**src/hdl/thpl_pkg.sv**
```systemverilog
// ----------------------------------------------------------------------------
// thpl_pkg
// Shared types and constants for the position history interpolation block.
// ----------------------------------------------------------------------------
`default_nettype none
package thpl_pkg;

    localparam int CLIENTS_DEF = 64;
    localparam int HISTORY_DEF = 64;
    localparam int QUEUE_DEPTH = 4;

    localparam logic [7:0]  MIN_SPACING_RST = 8'd5;
    localparam logic [15:0] STALE_LIMIT_RST = 16'd200;

    localparam logic [1:0] FUNC_RECORD   = 2'd0;
    localparam logic [1:0] FUNC_RETRIEVE = 2'd1;
    localparam logic [1:0] FUNC_LIFT     = 2'd2;

    localparam logic [1:0] KIND_RECORD = 2'd0;
    localparam logic [1:0] KIND_FETCH  = 2'd1;
    localparam logic [1:0] KIND_LIFT   = 2'd2;
    localparam logic [1:0] KIND_MISS   = 2'd3;

    localparam logic CFG_MIN_SPACING = 1'b0;
    localparam logic CFG_STALE_LIMIT = 1'b1;

    typedef struct packed {
        logic [1:0]         func;
        logic [5:0]         client;
        logic [30:0]        stamp;
        logic               teleport_bit;
        logic               connected;
        logic signed [23:0] pos_x;
        logic signed [23:0] pos_y;
        logic signed [23:0] pos_z;
    } t_in_item;

    typedef struct packed {
        logic               found;
        logic signed [23:0] out_x;
        logic signed [23:0] out_y;
        logic signed [23:0] out_z;
        logic               lift_moved;
        logic [30:0]        entry_time;
    } t_out_item;

    typedef struct packed {
        logic [1:0] kind;
        t_in_item   item;
    } t_qent;

    typedef struct packed {
        logic [30:0]        etime;
        logic signed [23:0] x;
        logic signed [23:0] y;
        logic signed [23:0] z;
        logic [7:0]         tag;
    } t_rent;

endpackage
`default_nettype wire

```
**src/hdl/thpl_queue.sv**
```systemverilog
// ----------------------------------------------------------------------------
// thpl_queue
// Short request queue between the classifier and the execution engine.
// ----------------------------------------------------------------------------
`default_nettype none
module thpl_queue import thpl_pkg::*; (
    input  wire logic  i_clk,
    input  wire logic  i_rst_n,
    input  wire logic  i_push,
    input  t_qent      i_data,
    output logic       o_full,
    input  wire logic  i_pop,
    output logic       o_valid,
    output t_qent      o_data
);
    localparam int PW = $clog2(QUEUE_DEPTH);

    t_qent              r_mem [QUEUE_DEPTH];
    logic [PW-1:0]      r_wp, r_rp;
    logic [PW:0]        r_cnt;

    assign o_full  = (r_cnt == (PW+1)'(QUEUE_DEPTH));
    assign o_valid = (r_cnt != '0);
    assign o_data  = r_mem[r_rp];

    always_ff @(posedge i_clk) begin
        if (i_push) begin
            r_mem[r_wp] <= i_data;
        end
    end

    always_ff @(posedge i_clk) begin
        if (!i_rst_n) begin
            r_wp  <= '0;
            r_rp  <= '0;
            r_cnt <= '0;
        end else begin
            if (i_push) r_wp <= r_wp + 1'b1;
            if (i_pop)  r_rp <= r_rp + 1'b1;
            r_cnt <= r_cnt + (PW+1)'(i_push) - (PW+1)'(i_pop);
        end
    end
endmodule
`default_nettype wire

```
**config.mk**
```make
export PLATFORM = sky130hd
export DESIGN_NAME = thpl_queue
export DESIGN_NICKNAME = d
export VERILOG_FILES = /design/src/hdl/thpl_pkg.sv /design/src/hdl/thpl_queue.sv
export SDC_FILE = /design/constraint.sdc
export NUM_CORES = 1
export LEC_CHECK = 0
export ABC_AREA = 1
export BUFFER_PORTS_ARGS = -buffer_cell sky130_fd_sc_hd__buf_2
export CORE_ASPECT_RATIO = 1.25
export CORE_MARGIN = 2
export CORE_UTILIZATION = 40
export DETAILED_ROUTE_END_ITERATION = 7
export HOLD_SLACK_MARGIN = 0.06
export PLACE_DENSITY = 0.65
export RECOVER_POWER = 100
export SLEW_MARGIN = 40
export SYNTH_ARGS = -nofsm -noshare
export SYNTH_HDL_FRONTEND = slang
export SYNTH_SLANG_ARGS = --single-unit
```
**constraint.sdc**
```tcl
create_clock -name i_clk -period 4.6 [get_ports i_clk]
set_clock_uncertainty 0.2 [all_clocks]
set_input_delay 0.69 -clock i_clk [delete_from_list [all_inputs] [get_ports i_clk]]
set_output_delay 0.69 -clock i_clk [all_outputs]
set_load 0.02 [all_outputs]
```
==> impl_metrics.csv, run 1 <==
group,metric,value,unit
sta,min_period,3.68,ns
worst_setup_path,endpoint_kind,"output port",
floorplan,coreArea,47000,sq um
run,drv_cap,5,
finish,final_util,46.5,%
yosys,synth.yosys.warnings,0,
floorplan,row_count,89,
floorplan,start_util,40.4,%
clock_tree,cts.sinks,469,
clock_tree,hold_buffers,0,
floorplan,die_w,199,um
yosys,async_flop_share,0,%
run_status,violations,"capacitance limit, slew limit",
yosys,yosysMostFrequentCell,"edfxtp_1",
sta,drv_slew,263,
power,vdd_drop_max,0.294,mV
yosys,ys_ff_latch,469,
sta,timing.fmax,0.272,GHz
global_route,grt-ovfl-total,0,
sta,max-slew-margin-rel,-38.1,%
yosys,synth_cell_types,19,
worst_setup_path,arrival,2.79,ns
placement,hpwl,21900,um
yosys,synth-main-ff-cell,"edfxtp_1",
worst_hold_path,worstHoldPathType,"in2reg",
clock_tree,cts.reportedPaths.clkPinSlew,0.06,ns
finish,area_growth,15.2,%
detailed_routing,drc,0,
worst_setup_path,r2r_cells,4,
detailed_routing,drt-initial-drc-count,488,
global_route,grt_pass1_wl,56900,um
sta,holdWs,0.169,ns
yosys,synth_cells,1397,
yosys,syn_area,19000,sq um
sta,worst_pin_slew,2.06,ns
placement,portBuffers,235,
placement,gp_congestion,0.747,
finish,drive_above_1_share,12.3,%
floorplan,ios,236,
floorplan,die_area,49200,sq um
detailed_routing,vias_per_cell,4.71,
yosys,synth_area_leader_cell,"edfxtp_1",
worst_setup_path,path_max_fanout,58,
clock_tree,root_buffer,"clkbuf_16",
power,power.density,440,nW/um^2
yosys,yosysSeqAreaShare,73.7,%
yosys,synth_area_leaders,"edfxtp_1 73%, inv_1 4.8%, nand2_1 4.7%",
yosys,synthTopCellsByCount,"460 x edfxtp_1, 245 x inv_1, 240 x nand2_1, 100 x o21ai_1, 85 x o211ai_1",
detailed_routing,ant_nets,0,
clock_tree,cts_resized,0,
clock_tree,cts_tree,"yes",
power,power.leakage,7.88,nW
placement,dp.cells,2214,
detailed_routing,wl_per_cell,16.1,um
global_route,grt_usage,15.0,%
sta,hold_viol_final,0,
finish,finalNonFillerCells,2301,
finish,final_nets,1751,
global_route,grt_max_degree,116,
sta,fin_crit_sh,80.0,%
clock_tree,cts_buffers,46,
sta,rsz0062_at_grt,"false",
global_route,antenna_found_initial,5,
yosys,syn_nets,1523,
yosys,synth_top_cell_area_share,72.8,%
clock_tree,worstSkewPairLatency,0.56,ns
detailed_routing,route.vias.total,10800,
detailed_routing,wirelength,37000,um
worst_hold_path,min_path_cells,2,
yosys,synth_area_per_cell,13.6,sq um
worst_setup_path,path_class,"reg2out",
clock_tree,postCtsSetupRepairBufs,0,
global_route,grt_pass1_vias,10800,
sta,setup_tns,0,ns
floorplan,die_y,248,um
clock_tree,htree_levels,2,
sta,setup_viol,0,
run_status,run_status,"finished with violations",
detailed_routing,first_pass_iters,5,
clock_tree,clockBufferDepth,3,
yosys,synth-edff-count,460,
worst_setup_path,critPathLaunchType,"register",
worst_setup_path,cp.required,3.71,ns
-- worst max-delay path, cell delays in order, from the launching register on --
cell      delay [ns]
dfxtp_2         1.18
buf_4           0.52
o211ai_1        0.15
nand2_1         0.10
clkbuf_1        0.25
-- cells in the final DEF, fill, tap and decap left out --
cell / n
edfxtp_1: 460
inv_1: 241
nand2_1: 240
clkbuf_1: 224
o21ai_1: 89
o211ai_1: 85
a21oi_1: 63
a21oi_2: 58
clkbuf_16: 49
o21ai_0: 30
o211ai_2: 30
buf_2: 27
buf_12: 10
clkinv_2: 8
dfxtp_1: 7
ha_1: 6
clkinv_1: 6
buf_4: 5
bufinv_16: 4
diode_2: 3
clkinvlp_2: 3
clkbuf_2: 3
nand3_1: 2
nor2_1: 2
clkinvlp_4: 2
inv_4: 1
fa_1: 1
dfxtp_2: 1
dfxtp_4: 1
inv_6: 1
clkbuf_8: 1
clkbuf_4: 1
-- sequential cells by signal, summed over array words and instances (netlist names), named ones only --
signal / cells
r_wp: 2
r_cnt: 3
r_rp: 2
r_mem: 460
-- where the power goes --
group	leakage (nW)	switching (W)	total [W]	internal (W)
logic	2.85	0.000707	0.000972	0.000265
clock network	0.728	0.00151	0.00369	0.00218
registers	4.30	0.0000624	0.00496	0.00490
-- area by class of cell --
type | count | area, sq um
tap | 637 | 797
clock inverter | 21 | 206
multi-input combinational | 606 | 3450
timing repair buffer | 257 | 1190
sequential | 469 | 14000
antenna | 3 | 7.51
inverter | 245 | 926
fill | 4246 | 25100
clock buffer | 63 | 1290
-- cells by family (layout without fill, tap and decap cells) --
| logic type | Yosys count | in the layout | share of synthesized area [%] |
|---|---|---|---|
| other | 0 | 3 | 0 |
| DFF | 469 | 469 | 73.7 |
| and+or+nand+nor | 244 | 244 | 4.84 |
| AOI/OAI and AO/OA | 355 | 355 | 12.9 |
| buffers and inverters | 322 | 586 | 8.05 |
| adders and majority gates | 7 | 7 | 0.501 |
-- metal layers --
| metal | routed length (um) | track usage [%] | up-vias |
|---|---|---|---|
| li1 | - | - | 5328 |
| met1 | 15300 | 17.8 | 5213 |
| met2 | 18400 | 25.8 | 218 |
| met3 | 2340 | 4.35 | 66 |
| met4 | 966 | 5.40 | 6 |
| met5 | 46 | 0 | - |
-- per-stage QoR --
| stage | power (W) | area (sq um) | worst slack, ns |
|---|---|---|---|
| floorplan | 0.00573 | 19000 | 0.990 |
| global placement | 0.00606 | 20700 | 1.87 |
| detailed placement | 0.00609 | 20700 | 1.92 |
| CTS | 0.00980 | 22200 | 1.30 |
| global route | 0.0100 | 21900 | 0.623 |
| finish | 0.00963 | 21900 | 0.922 |
-- final timing paths --
path / start / to / slack [ns]
setup reg to reg: r_wp[0]$_SDFFE_PN0P_ / r_mem[3][53]$_DFFE_PP_ / 0.94
setup / recovery: register / o_data[108] / 0.92
hold reg to reg: r_rp[1]$_SDFFE_PN0P_ / register / 0.27
hold / removal: i_pop / register / 0.17
(Power assumes the default switching activity.)
==> run 2, diff against run 1 <==
==> constraint.sdc (replaced) <==
create_clock -name i_clk -period 3.54 [get_ports i_clk]
set_clock_uncertainty 0.2 [all_clocks]
set_input_delay 0.531 -clock i_clk [delete_from_list [all_inputs] [get_ports i_clk]]
set_output_delay 0.531 -clock i_clk [all_outputs]
set_load 0.02 [all_outputs]
==> run 2 against run 1 <==
  * The run still ends with capacitance limit, slew limit left
  * Routed wire length up 1.4%
  * Highest routed layer unchanged
  * Sequential share of layout area shrank 3.0 points
  * Cell area up 5.0%
  * Hold slack worse by 0.052 ns
  * Global-route usage rose by 0.19 points
  * Clock-buffer cell count decreased by 6
  * Register-to-register slack worse by 0.27 ns
  * Critical path depth is the same
  * Die area unchanged
  * Total power is 31% higher
  * Utilization increased by 2.3 points
==> impl_metrics.csv, run 2 (synthesis results as in run 1) <==
group,metric,value,unit
finish,drive_above_1_share,11.0,%
detailed_routing,wirelength,37500,um
detailed_routing,drt-initial-drc-count,458,
finish,reg_top3,"r_mem x460, r_cnt x3",
finish,largest_reg_flops,460,
placement,portBuffers,235,
clock_tree,hold_buffers,117,
worst_setup_path,path_class,"reg2out",
worst_setup_path,endpoint_kind,"output port",
sta,worst_pin_slew,1.74,ns
sta,rsz0062_at_grt,"false",
sta,hold_viol_final,0,
worst_setup_path,critPathLaunchType,"register",
global_route,antenna_found_initial,4,
clock_tree,cts_tree,"yes",
clock_tree,clockBufferDepth,3,
floorplan,die_y,248,um
worst_setup_path,cp.required,2.81,ns
clock_tree,cts_buffers,47,
power,vdd_drop_max,0.424,mV
finish,final_nets,1865,
clock_tree,root_buffer,"clkbuf_16",
floorplan,die_area,49200,sq um
global_route,grt_pass1_wl,58200,um
placement,gp_congestion,0.775,
worst_setup_path,cp_cell_sequence,"buf_6 -> o211ai_1 -> nand2_1 -> clkbuf_1",
detailed_routing,wl_per_cell,15.5,um
sta,max-slew-margin-rel,-16.1,%
placement,hpwl,21800,um
sta,setup_tns,0,ns
detailed_routing,route.vias.total,11200,
power,power.leakage,8.40,nW
global_route,grt_usage,15.1,%
worst_setup_path,slowest_stage,"buf_6",
sta,drv_slew,63,
clock_tree,htree_levels,2,
global_route,grt_max_degree,137,
worst_setup_path,arrival,2.37,ns
run,drv_cap,2,
detailed_routing,first_pass_iters,5,
sta,setup_slack,0.438,ns
clock_tree,cts_resized,0,
global_route,grt-ovfl-total,0,
floorplan,die_w,199,um
power,power.density,550,nW/um^2
run_status,run_status,"finished with violations",
detailed_routing,ant_nets,0,
clock_tree,cts.sinks,469,
sta,setup_viol,0,
clock_tree,cts.reportedPaths.clkPinSlew,0.06,ns
finish,area_growth,20.9,%
worst_setup_path,slowest_delay,0.62,ns
floorplan,start_util,40.4,%
detailed_routing,vias_per_cell,4.66,
global_route,grt_pass1_vias,11400,
power,finalPower,0.0126,W
clock_tree,worstSkewPairLatency,0.56,ns
sta,fin_crit_sh,87.6,%
floorplan,coreArea,47000,sq um
floorplan,ios,236,
clock_tree,postCtsSetupRepairBufs,0,
floorplan,row_count,89,
finish,layout_common_cells,"460 x edfxtp_1, 243 x inv_1, 240 x nand2_1",
sta,timing.fmax,0.322,GHz
worst_hold_path,worstHoldPathType,"in2reg",
placement,pre_cts_ws,1.31,ns
finish,n_fill_cell,4209,
detailed_routing,drc,0,
sta,min_period,3.10,ns
finish,top_register,"r_mem",
finish,final_common_cell,"edfxtp_1",
run_status,violations,"capacitance limit, slew limit",
worst_setup_path,path_max_fanout,88,
run 2: final cells by class:
class                   count  area (sq um)  area share, %
diodes                      2          5.00         0.0218
clock buffers              57          1260           5.47
clock inverters            27           236           1.03
inverters                 245           925           4.03
multi-input cells         606          3360           14.7
flip-flops and latches    469         14000           61.0
well taps                 637           797           3.47
repair buffers            370          2370           10.3
run 2: metal layers:
metal	GRT usage [%]	vias up	wire length, um
li1	-	5560	-
met3	4.12	80	2200
met5	0	-	27
met2	26.4	228	18700
met4	5.79	4	1170
met1	17.8	5371	15400
run 2: power breakdown:
group	internal, W	total [W]	switching, W
Clock	0.00281	0.00482	0.00201
Combinational	0.000434	0.00139	0.000954
Sequential	0.00636	0.00642	0.0000617
Total	0.00960	0.0126	0.00302
run 2: worst max-delay path, delay by kind of cell, from the launching register on:
family | cells | cell delay, ns
flip-flops | 1 | 0.50
AO/OA/AOI/OAI | 1 | 0.18
AND/OR/NAND/NOR | 1 | 0.11
buffers and inverters | 2 | 0.92
run 2: path summary, 6_finish.rpt:
path | from | end | slack, ns | cells after the start
setup / recovery | register | o_data[50] | 0.44 | 4
hold / removal | i_push | r_wp[1]$_SDFFE_PN0P_ | 0.12 | 3
setup reg to reg | r_wp[0]$_SDFFE_PN0P_ | r_mem[0][48]$_DFFE_PP_ | 0.67 | 5
hold reg to reg | r_rp[1]$_SDFFE_PN0P_ | register | 0.26 | 2
run 2: stage by stage:
step	util (%)	area, sq um	hold WS (ns)	std cells
after floorplan	-	19000	0.236	1397
after global placement	44.0	20700	0.246	2210
after detailed placement	44.0	20700	0.243	2210
after CTS	49.7	23400	0.0737	2411
after global routing	48.8	22900	0.112	2413
final	48.8	22900	0.117	2413
