[src/hdl/thpl_pkg.sv]
// ----------------------------------------------------------------------------
// thpl_pkg
// Shared types and constants for the position history interpolation block.
// ----------------------------------------------------------------------------
`default_nettype none
package thpl_pkg;

    localparam int CLIENTS_DEF = 64;
    localparam int HISTORY_DEF = 64;
    localparam int QUEUE_DEPTH = 4;

    localparam logic [7:0]  MIN_SPACING_RST = 8'd5;
    localparam logic [15:0] STALE_LIMIT_RST = 16'd200;

    localparam logic [1:0] FUNC_RECORD   = 2'd0;
    localparam logic [1:0] FUNC_RETRIEVE = 2'd1;
    localparam logic [1:0] FUNC_LIFT     = 2'd2;

    localparam logic [1:0] KIND_RECORD = 2'd0;
    localparam logic [1:0] KIND_FETCH  = 2'd1;
    localparam logic [1:0] KIND_LIFT   = 2'd2;
    localparam logic [1:0] KIND_MISS   = 2'd3;

    localparam logic CFG_MIN_SPACING = 1'b0;
    localparam logic CFG_STALE_LIMIT = 1'b1;

    typedef struct packed {
        logic [1:0]         func;
        logic [5:0]         client;
        logic [30:0]        stamp;
        logic               teleport_bit;
        logic               connected;
        logic signed [23:0] pos_x;
        logic signed [23:0] pos_y;
        logic signed [23:0] pos_z;
    } t_in_item;

    typedef struct packed {
        logic               found;
        logic signed [23:0] out_x;
        logic signed [23:0] out_y;
        logic signed [23:0] out_z;
        logic               lift_moved;
        logic [30:0]        entry_time;
    } t_out_item;

    typedef struct packed {
        logic [1:0] kind;
        t_in_item   item;
    } t_qent;

    typedef struct packed {
        logic [30:0]        etime;
        logic signed [23:0] x;
        logic signed [23:0] y;
        logic signed [23:0] z;
        logic [7:0]         tag;
    } t_rent;

endpackage
`default_nettype wire

[src/hdl/thpl_front.sv]
// ----------------------------------------------------------------------------
// thpl_front
// Input stage: accept requests, classify them and drop those with no effect.
// ----------------------------------------------------------------------------
`default_nettype none
module thpl_front import thpl_pkg::*; #(
    parameter int CLIENTS = CLIENTS_DEF
) (
    input  wire logic  i_clk,
    input  wire logic  i_rst_n,
    input  wire logic  i_valid,
    input  t_in_item   i_item,
    output logic       o_stall,
    output logic       o_push,
    output t_qent      o_ent,
    input  wire logic  i_full
);
    logic       r_valid;
    t_in_item   r_item;
    logic       in_range;
    logic       keep;
    logic [1:0] kind;

    assign in_range = (32'(r_item.client) < 32'(CLIENTS));

    always_comb begin
        kind = KIND_MISS;
        keep = 1'b0;
        unique case (r_item.func)
            FUNC_RECORD: begin
                kind = KIND_RECORD;
                keep = in_range;
            end
            FUNC_RETRIEVE: begin
                kind = in_range ? KIND_FETCH : KIND_MISS;
                keep = 1'b1;
            end
            FUNC_LIFT: begin
                kind = KIND_LIFT;
                keep = in_range && r_item.connected;
            end
            default: begin
                kind = KIND_MISS;
                keep = 1'b0;
            end
        endcase
    end

    assign o_stall    = r_valid && keep && i_full;
    assign o_push     = r_valid && keep && !i_full;
    assign o_ent.kind = kind;
    assign o_ent.item = r_item;

    always_ff @(posedge i_clk) begin
        if (i_valid && !o_stall) begin
            r_item <= i_item;
        end
    end

    always_ff @(posedge i_clk) begin
        if (!i_rst_n) begin
            r_valid <= 1'b0;
        end else if (!o_stall) begin
            r_valid <= i_valid;
        end
    end
endmodule
`default_nettype wire

[config.mk]
export PLATFORM = sky130hd
export DESIGN_NAME = thpl_front
export DESIGN_NICKNAME = d
export VERILOG_FILES = /design/src/hdl/thpl_pkg.sv /design/src/hdl/thpl_front.sv
export SDC_FILE = /design/constraint.sdc
export NUM_CORES = 1
export LEC_CHECK = 0
export ABC_CLOCK_PERIOD_IN_PS = 6300
export BUFFER_PORTS_ARGS = -buffer_cell sky130_fd_sc_hd__buf_2
export CORE_MARGIN = 3
export CORE_UTILIZATION = 37
export DETAILED_ROUTE_END_ITERATION = 12
export HOLD_SLACK_MARGIN = 0.1
export PLACE_DENSITY = 0.75
export SYNTH_ARGS = -nofsm -noshare
export SYNTH_HDL_FRONTEND = slang
export SYNTH_SLANG_ARGS = --single-unit
[constraint.sdc]
create_clock -name i_clk -period 6.3 [get_ports i_clk]
set_input_delay 0.63 -clock i_clk [delete_from_list [all_inputs] [get_ports i_clk]]
set_output_delay 0.63 -clock i_clk [all_outputs]
set_load 0.02 [all_outputs]
==> qor.json, run 1 <==
{
  "synthesis": {
    "yosysWarnings": 0,
    "synth.distinct_cells": 10,
    "post_synth_inst_count": 123,
    "syn_avg_cell_area_um2": 28.3,
    "synthMostInstantiatedCell": "sky130_fd_sc_hd__edfxtp_1",
    "yosys_register_bits": 114,
    "syn-cell-area_mm2": 0.00348,
    "synth_commonest_cells": "sky130_fd_sc_hd__edfxtp_1 (113), sky130_fd_sc_hd__clkbuf_1 (2)",
    "synth.top_cell.area_share_pct": 97.5,
    "number_of_flops_mapped_to_enable_cells_by_yosys": 113,
    "yosysTopAreaCell": "sky130_fd_sc_hd__edfxtp_1",
    "synthTopCellsByArea": "sky130_fd_sc_hd__edfxtp_1 (98%), sky130_fd_sc_hd__dfxtp_1 (0.58%), sky130_fd_sc_hd__a21oi_4 (0.47%)",
    "ys_seq_area_share_pct": 98.1,
    "synth_nets": 240,
    "async_flop_share_pct": 0,
    "yosys_most_used_dff": "sky130_fd_sc_hd__edfxtp_1"
  },
  "global_route": {
    "grt_pass1_wl_um": 11600,
    "grt_max_degree": 70,
    "number_of_global_route_vias_before_repair": 2140,
    "grt.overflow.total": 0,
    "grt_antenna_before_repair": 0,
    "global_route.usage.total_pct": 15.4
  },
  "floorplan": {
    "fp.dieH_um": 103,
    "total_die_area_mm2": 0.0106,
    "io-pin-count": 234,
    "fp_rows": 34,
    "die_width_um": 103,
    "coreArea_mm2": 0.00893,
    "initial_core_utilization_pct": 38.9
  },
  "worst_setup_path": {
    "worst_setup_end_kind": "flop",
    "worst-r2r-setup-slack_ns": 3.53,
    "reg2regPathDepth": 4,
    "critPathRequiredTime_ns": 6.41,
    "critPathMaxFanout": 69,
    "worst_r2r_endpoint": "o_ent[60]$_DFFE_PP_",
    "worst_ep_arrival_time_ns": 2.89,
    "r2r-start": "o_ent[72]$_DFFE_PP_",
    "worst-setup-path-type": "reg2reg",
    "startpoint_type": "flop"
  },
  "cells_and_area": {
    "final_design_area_no_fill_mm2": 0.00546,
    "antenna_cells_inserted": 0,
    "nFillCells": 661,
    "area_growth_syn_to_layout_pct": 56.9,
    "post_route_cells_drive_above_1_share_pct": 69.3,
    "nets": 491
  },
  "power_and_ir_drop": {
    "p_leak_nw": 2.38,
    "vdd_ir_drop_max_v": 0.000195,
    "pwr_density_cell_mw_per_mm2": 389
  },
  "clock_network": {
    "postCtsHoldBufs": 0,
    "cts-resized-gates": 0,
    "cts_setup_buffers": 0,
    "clock_tree_from_tritoncts": "yes",
    "clkSinkCount": 114,
    "clock_latency_ns": 0.49,
    "cts-htree-levels": 4,
    "clock_path_buffers": 2,
    "numCtsBuffers": 17,
    "clock_tree.root_cell": "sky130_fd_sc_hd__clkbuf_8",
    "clkTransAtPathRegs_ns": 0.06
  },
  "worst_hold_path": {
    "worst_hold_path_type": "in2reg",
    "hold_end": "o_ent[54]$_DFFE_PP_",
    "hold-path-cell-count": 1,
    "hold_path.startpoint": "i_item[54]"
  },
  "timing": {
    "timing.final.setup_violations": 0,
    "fin_crit_ns": 2.77,
    "timing.final.hold_violations": 0,
    "fmax_mhz": 361,
    "clock_skew_ns": 0.00503,
    "worst_slew_margin_rel_pct": 19.8,
    "final.period_utilization_pct": 44.0,
    "slew_viol_final": 0,
    "timing.setup.tns_ns": 0,
    "grt_setup_unrepaired": "no",
    "worst-slew-pin-transition_ns": 1.20
  },
  "placement": {
    "portBuffers": 233,
    "place.gp.congestion": 0.772,
    "dpl_cell_area_mm2": 0.00479
  },
  "detailed_routing": {
    "detail_route.first_pass.iterations": 4,
    "postRouteWirelength_um": 8660,
    "detail_route.wl_per_cell_um": 17.5,
    "final_antenna_net_count": 0,
    "post_drt_via_cell_ratio": 4.32,
    "dr.first_iter.drc_count": 55,
    "via_count": 2138,
    "detail_route.drc_violations": 0
  },
  "run_status": {
    "run_status": "finished, final reports clean"
  },
  "flow_run": {
    "timing.max_cap.violations": 0
  }
}
-- power by group --
| part | internal (mW) | switching (mW) |
|---|---|---|
| Combinational | 0.0554 | 0.103 |
| Clock | 0.730 | 0.334 |
| Sequential | 0.889 | 0.0109 |
| Total | 1.67 | 0.448 |
-- state kept, by name, indices dropped and copies added (netlist names) --
register and count:
r_valid 1, o_ent 113
-- cells in the final DEF (no fill, tap or decap) --
master                      Yosys  routed
sky130_fd_sc_hd__buf_4          0       1
sky130_fd_sc_hd__clkbuf_16      0      16
sky130_fd_sc_hd__bufinv_16      0       6
sky130_fd_sc_hd__nand2_1        1       1
sky130_fd_sc_hd__a21oi_4        1       1
sky130_fd_sc_hd__clkinv_4       0       6
sky130_fd_sc_hd__o21a_1         1       1
sky130_fd_sc_hd__inv_6          0       1
sky130_fd_sc_hd__clkbuf_8       0       1
sky130_fd_sc_hd__nand2b_4       1       1
sky130_fd_sc_hd__edfxtp_1     113     113
sky130_fd_sc_hd__nand2b_1       1       1
sky130_fd_sc_hd__a21oi_1        1       1
sky130_fd_sc_hd__buf_2          0     233
sky130_fd_sc_hd__clkbuf_1       2       1
sky130_fd_sc_hd__nor2b_4        0       1
sky130_fd_sc_hd__inv_8          0       1
sky130_fd_sc_hd__dfxtp_1        1       1
-- kinds of logic (layout without fill, tap and decap cells) --
| logic type | count (synthesis) | after routing | share of synthesized area (%) |
|---|---|---|---|
| compound gates | 3 | 3 | 0.827 |
| buf+inv | 2 | 266 | 0.216 |
| flops | 114 | 114 | 98.1 |
| simple gates | 4 | 4 | 0.863 |
-- metrics by stage --
step | utilization (%) | setup WS (ns) | std cells | power, mW | hold WS (ns)
2_1_floorplan | - | 2.10 | 123 | 0.994 | 0.649
3_3_place_gp | 53.6 | 3.27 | 463 | 1.07 | 0.655
3_5_place_dp | 53.6 | 3.19 | 463 | 1.08 | 0.664
4_1_cts | 61.1 | 3.47 | 495 | 2.15 | 0.282
5_1_grt | 61.1 | 3.26 | 495 | 2.20 | 0.281
6_report | 61.1 | 3.53 | 495 | 2.12 | 0.311
-- how the worst max path moves through the flow --
| stage | startpoint | endpoint | slack [ns] | cells after the start |
|---|---|---|---|---|
| finish | o_ent[72]$_DFFE_PP_ | o_ent[60]$_DFFE_PP_ | 3.53 | 4 |
| global route | o_ent[72]$_DFFE_PP_ | o_ent[39]$_DFFE_PP_ | 3.26 | 4 |
| CTS | o_ent[72]$_DFFE_PP_ | o_ent[52]$_DFFE_PP_ | 3.47 | 4 |
| detailed placement | i_full | o_ent[14]$_DFFE_PP_ | 3.19 | 5 |
| global placement | i_full | o_ent[8]$_DFFE_PP_ | 3.27 | 5 |
| floorplan | i_full | o_ent[0]$_DFFE_PP_ | 2.10 | 3 |
-- critical path, stage by stage (launching register included) --
cell	delay [ns]
sky130_fd_sc_hd__edfxtp_1	0.42
sky130_fd_sc_hd__nand2b_4	0.11
sky130_fd_sc_hd__a21oi_4	0.07
sky130_fd_sc_hd__nor2b_4	0.92
sky130_fd_sc_hd__buf_4	0.82
-- per-layer routing --
metal  vias up  wire (um)  track usage (%)
li1       1003          -                -
met1      1000       2940             16.0
met2       125       4780             27.1
met3        10        823             6.29
met4         0        127             6.87
met5         -          0                0
-- final cells by class --
class	instances	area [um^2]	area share (%)
Multi-Input combinational cell	7	66.3	1.21
Clock buffer	18	418	7.66
Tap cell	108	135	2.48
Timing Repair Buffer	234	1170	21.5
Clock inverter	14	253	4.63
Sequential cell	114	3410	62.5
Power figures use the tool's default switching activity.
==> run 2, diff against run 1 <==
- ABC_CLOCK_PERIOD_IN_PS: 6300 -> 2750
- CORE_UTILIZATION: 37 -> 41
- PLACE_DENSITY: 0.75 -> 0.79
- clock period: 6.3 -> 2.75 ns (I/O delays scaled with it)
==> run 2 against run 1 <==
Against the previous run: the run now fails in clock tree synthesis (4_1_cts); synthesized cell count is the same; area after synthesis is the same.
==> qor.json, run 2 <==
{
  "synthesis": {
    "number_of_flops_mapped_to_enable_cells_by_yosys": {"value": 113, "change": "unchanged"},
    "synth.top_cell.area_share": {"value": 97.5, "unit": "%", "change": "unchanged"},
    "ys_seq_area_share": {"value": 98.1, "unit": "%", "change": "unchanged"},
    "synthMostInstantiatedCell": {"value": "sky130_fd_sc_hd__edfxtp_1", "change": "unchanged"},
    "synth_commonest_cells": {"value": "sky130_fd_sc_hd__edfxtp_1 (113), sky130_fd_sc_hd__clkbuf_1 (2)", "change": "unchanged"},
    "syn-cell-area": {"value": 0.00348, "unit": "mm^2", "change": "unchanged"},
    "syn_avg_cell_area": {"value": 28.3, "unit": "um^2", "change": "unchanged"},
    "synthTopCellsByArea": {"value": "sky130_fd_sc_hd__edfxtp_1 (98%), sky130_fd_sc_hd__dfxtp_1 (0.58%), sky130_fd_sc_hd__a21oi_4 (0.47%)", "change": "unchanged"},
    "yosys_most_used_dff": {"value": "sky130_fd_sc_hd__edfxtp_1", "change": "unchanged"},
    "synth.distinct_cells": {"value": 10, "change": "unchanged"},
    "yosysWarnings": {"value": 0, "change": "unchanged"},
    "post_synth_inst_count": {"value": 123, "change": "unchanged"},
    "yosysTopAreaCell": {"value": "sky130_fd_sc_hd__edfxtp_1", "change": "unchanged"},
    "synth_nets": {"value": 240, "change": "unchanged"},
    "yosys_register_bits": {"value": 114, "change": "unchanged"},
    "async_flop_share": {"value": 0, "unit": "%", "change": "unchanged"}
  },
  "clock_network": {
    "postCtsHoldBufs": {"value": 101, "change": "was 0"},
    "clock_tree.root_cell": {"value": "sky130_fd_sc_hd__clkbuf_8", "change": "unchanged"},
    "clock_path_buffers": {"value": 2, "change": "unchanged"},
    "clkSinkCount": {"value": 114, "change": "unchanged"},
    "numCtsBuffers": {"value": 17, "change": "unchanged"},
    "cts-htree-levels": {"value": 4, "change": "unchanged"},
    "cts-resized-gates": {"value": 0, "change": "unchanged"},
    "cts_setup_buffers": {"value": 0, "change": "unchanged"}
  },
  "placement": {
    "place.gp.congestion": {"value": 0.802, "change": "was 0.772"},
    "portBuffers": {"value": 233, "change": "unchanged"},
    "dpl_cell_area": {"value": 0.00483, "unit": "mm^2", "change": "was 0.00479 mm^2"},
    "dp_hpwl_um": 7030,
    "place.detailed.instances": {"value": 459, "change": "was 463"}
  },
  "run_status": {
    "run.stop_error": "[ERROR RSZ-0060] Max buffer count reached.",
    "run_status": {"value": "stopped before the end", "change": "was finished, final reports clean"},
    "lastStage": "clock tree synthesis (4_1_cts)"
  },
  "floorplan": {
    "initial_core_utilization": {"value": 43.7, "unit": "%", "change": "was 38.9%"},
    "fp_rows": {"value": 32, "change": "was 34"},
    "die_width": {"value": 98.1, "unit": "um", "change": "was 103 um"},
    "fp.dieH": {"value": 98.1, "unit": "um", "change": "was 103 um"},
    "io-pin-count": {"value": 234, "change": "unchanged"}
  }
}
-- run 2: cells by family after synthesis --
family,count (synthesis),share of synthesized area [%]
flops,114,98.1
simple gates,4,0.863
compound gates,3,0.827
buf+inv,2,0.216
-- run 2: per-stage QoR --
stage | hold slack (ns) | util [%] | worst slack [ns]
after floorplan | 0.374 | - | -0.119
after global placement | 0.451 | 60.7 | 0.980
after detailed placement | 0.453 | 60.7 | 0.938
==> run 3, diff against run 2 <==
- CORE_UTILIZATION: 41 -> 40
- HOLD_SLACK_MARGIN: 0.1 -> not set
- PLACE_DENSITY: 0.79 -> not set
- PLACE_DENSITY_LB_ADDON: not set -> 0.15
==> run 3 against run 2 <==
Against the previous run: the flow again stops in clock tree synthesis (4_1_cts); area after synthesis unchanged; synthesized cell count unchanged.
==> qor.json, run 3 <==
{
  "run_status": {
    "run_status": {"value": "stopped before the end", "change": "unchanged"},
    "lastStage": {"value": "clock tree synthesis (4_1_cts)", "change": "unchanged"},
    "run.stop_error": {"value": "[ERROR RSZ-0060] Max buffer count reached.", "change": "unchanged"}
  },
  "clock_network": {
    "cts-resized-gates": {"value": 0, "change": "unchanged"},
    "postCtsHoldBufs": {"value": 101, "change": "unchanged"},
    "cts_setup_buffers": {"value": 0, "change": "unchanged"},
    "clock_tree.root_cell": {"value": "sky130_fd_sc_hd__clkbuf_8", "change": "unchanged"},
    "numCtsBuffers": {"value": 17, "change": "unchanged"},
    "clkSinkCount": {"value": 114, "change": "unchanged"},
    "cts-htree-levels": {"value": 4, "change": "unchanged"},
    "clock_path_buffers": {"value": 2, "change": "unchanged"}
  },
  "placement": {
    "place.gp.congestion": {"value": 0.704, "change": "was 0.802"},
    "pre_cts_slack": {"value": 1.15, "unit": "ns", "change": "was 0.938 ns"},
    "portBuffers": {"value": 233, "change": "unchanged"},
    "dpl_cell_area": {"value": 0.00480, "unit": "mm^2", "change": "was 0.00483 mm^2"}
  },
  "floorplan": {
    "initial_core_utilization": {"value": 41.7, "unit": "%", "change": "was 43.7%"},
    "fp.dieH": {"value": 99.3, "unit": "um", "change": "was 98.1 um"},
    "die_width": {"value": 99.3, "unit": "um", "change": "was 98.1 um"},
    "io-pin-count": {"value": 234, "change": "unchanged"},
    "fp_rows": {"value": 33, "change": "was 32"}
  },
  "synthesis": {
    "synth_nets": {"value": 240, "change": "unchanged"},
    "yosys.area_share.simple": {"value": 0.863, "unit": "%", "change": "unchanged"},
    "synth.distinct_cells": {"value": 10, "change": "unchanged"},
    "yosysWarnings": {"value": 0, "change": "unchanged"},
    "synth_area_in_compound_gates": {"value": 0.827, "unit": "%", "change": "unchanged"},
    "post_synth_inst_count": {"value": 123, "change": "unchanged"},
    "number_of_flops_mapped_to_enable_cells_by_yosys": {"value": 113, "change": "unchanged"},
    "yosys_register_bits": {"value": 114, "change": "unchanged"},
    "syn_avg_cell_area": {"value": 28.3, "unit": "um^2", "change": "unchanged"},
    "ys_seq_area_share": {"value": 98.1, "unit": "%", "change": "unchanged"},
    "synth_commonest_cells": {"value": "sky130_fd_sc_hd__edfxtp_1 (113), sky130_fd_sc_hd__clkbuf_1 (2)", "change": "unchanged"},
    "post_synth_mux_area_share": {"value": 0, "unit": "%", "change": "unchanged"},
    "synth_top_family_by_area": {"value": "simple AND/OR/NAND/NOR gates", "change": "unchanged"},
    "yosysTopAreaCell": {"value": "sky130_fd_sc_hd__edfxtp_1", "change": "unchanged"},
    "synthTopCellsByArea": {"value": "sky130_fd_sc_hd__edfxtp_1 (98%), sky130_fd_sc_hd__dfxtp_1 (0.58%), sky130_fd_sc_hd__a21oi_4 (0.47%)", "change": "unchanged"},
    "syn-cell-area": {"value": 0.00348, "unit": "mm^2", "change": "unchanged"},
    "yosys.area_share.adder": {"value": 0, "unit": "%", "change": "unchanged"},
    "async_flop_share": {"value": 0, "unit": "%", "change": "unchanged"},
    "yosys_most_used_dff": {"value": "sky130_fd_sc_hd__edfxtp_1", "change": "unchanged"},
    "synthMostInstantiatedCell": {"value": "sky130_fd_sc_hd__edfxtp_1", "change": "unchanged"},
    "synth.top_cell.area_share": {"value": 97.5, "unit": "%", "change": "unchanged"},
    "synthXorXnorAreaFrac": {"value": 0, "unit": "%", "change": "unchanged"}
  }
}
==> run 3: cell counts after synthesis <==
Identical to the previous run, type by type.
==> run 3: kinds of logic after synthesis <==
family	after synthesis
compound gates	3
buf+inv	2
flops	114
simple gates	4
==> run 3: per-stage QoR <==
stage	TNS, ns	cells	hold WS (ns)
floorplan	-13.43	123	0.374
global placement	0	460	0.451
detailed placement	0	460	0.453
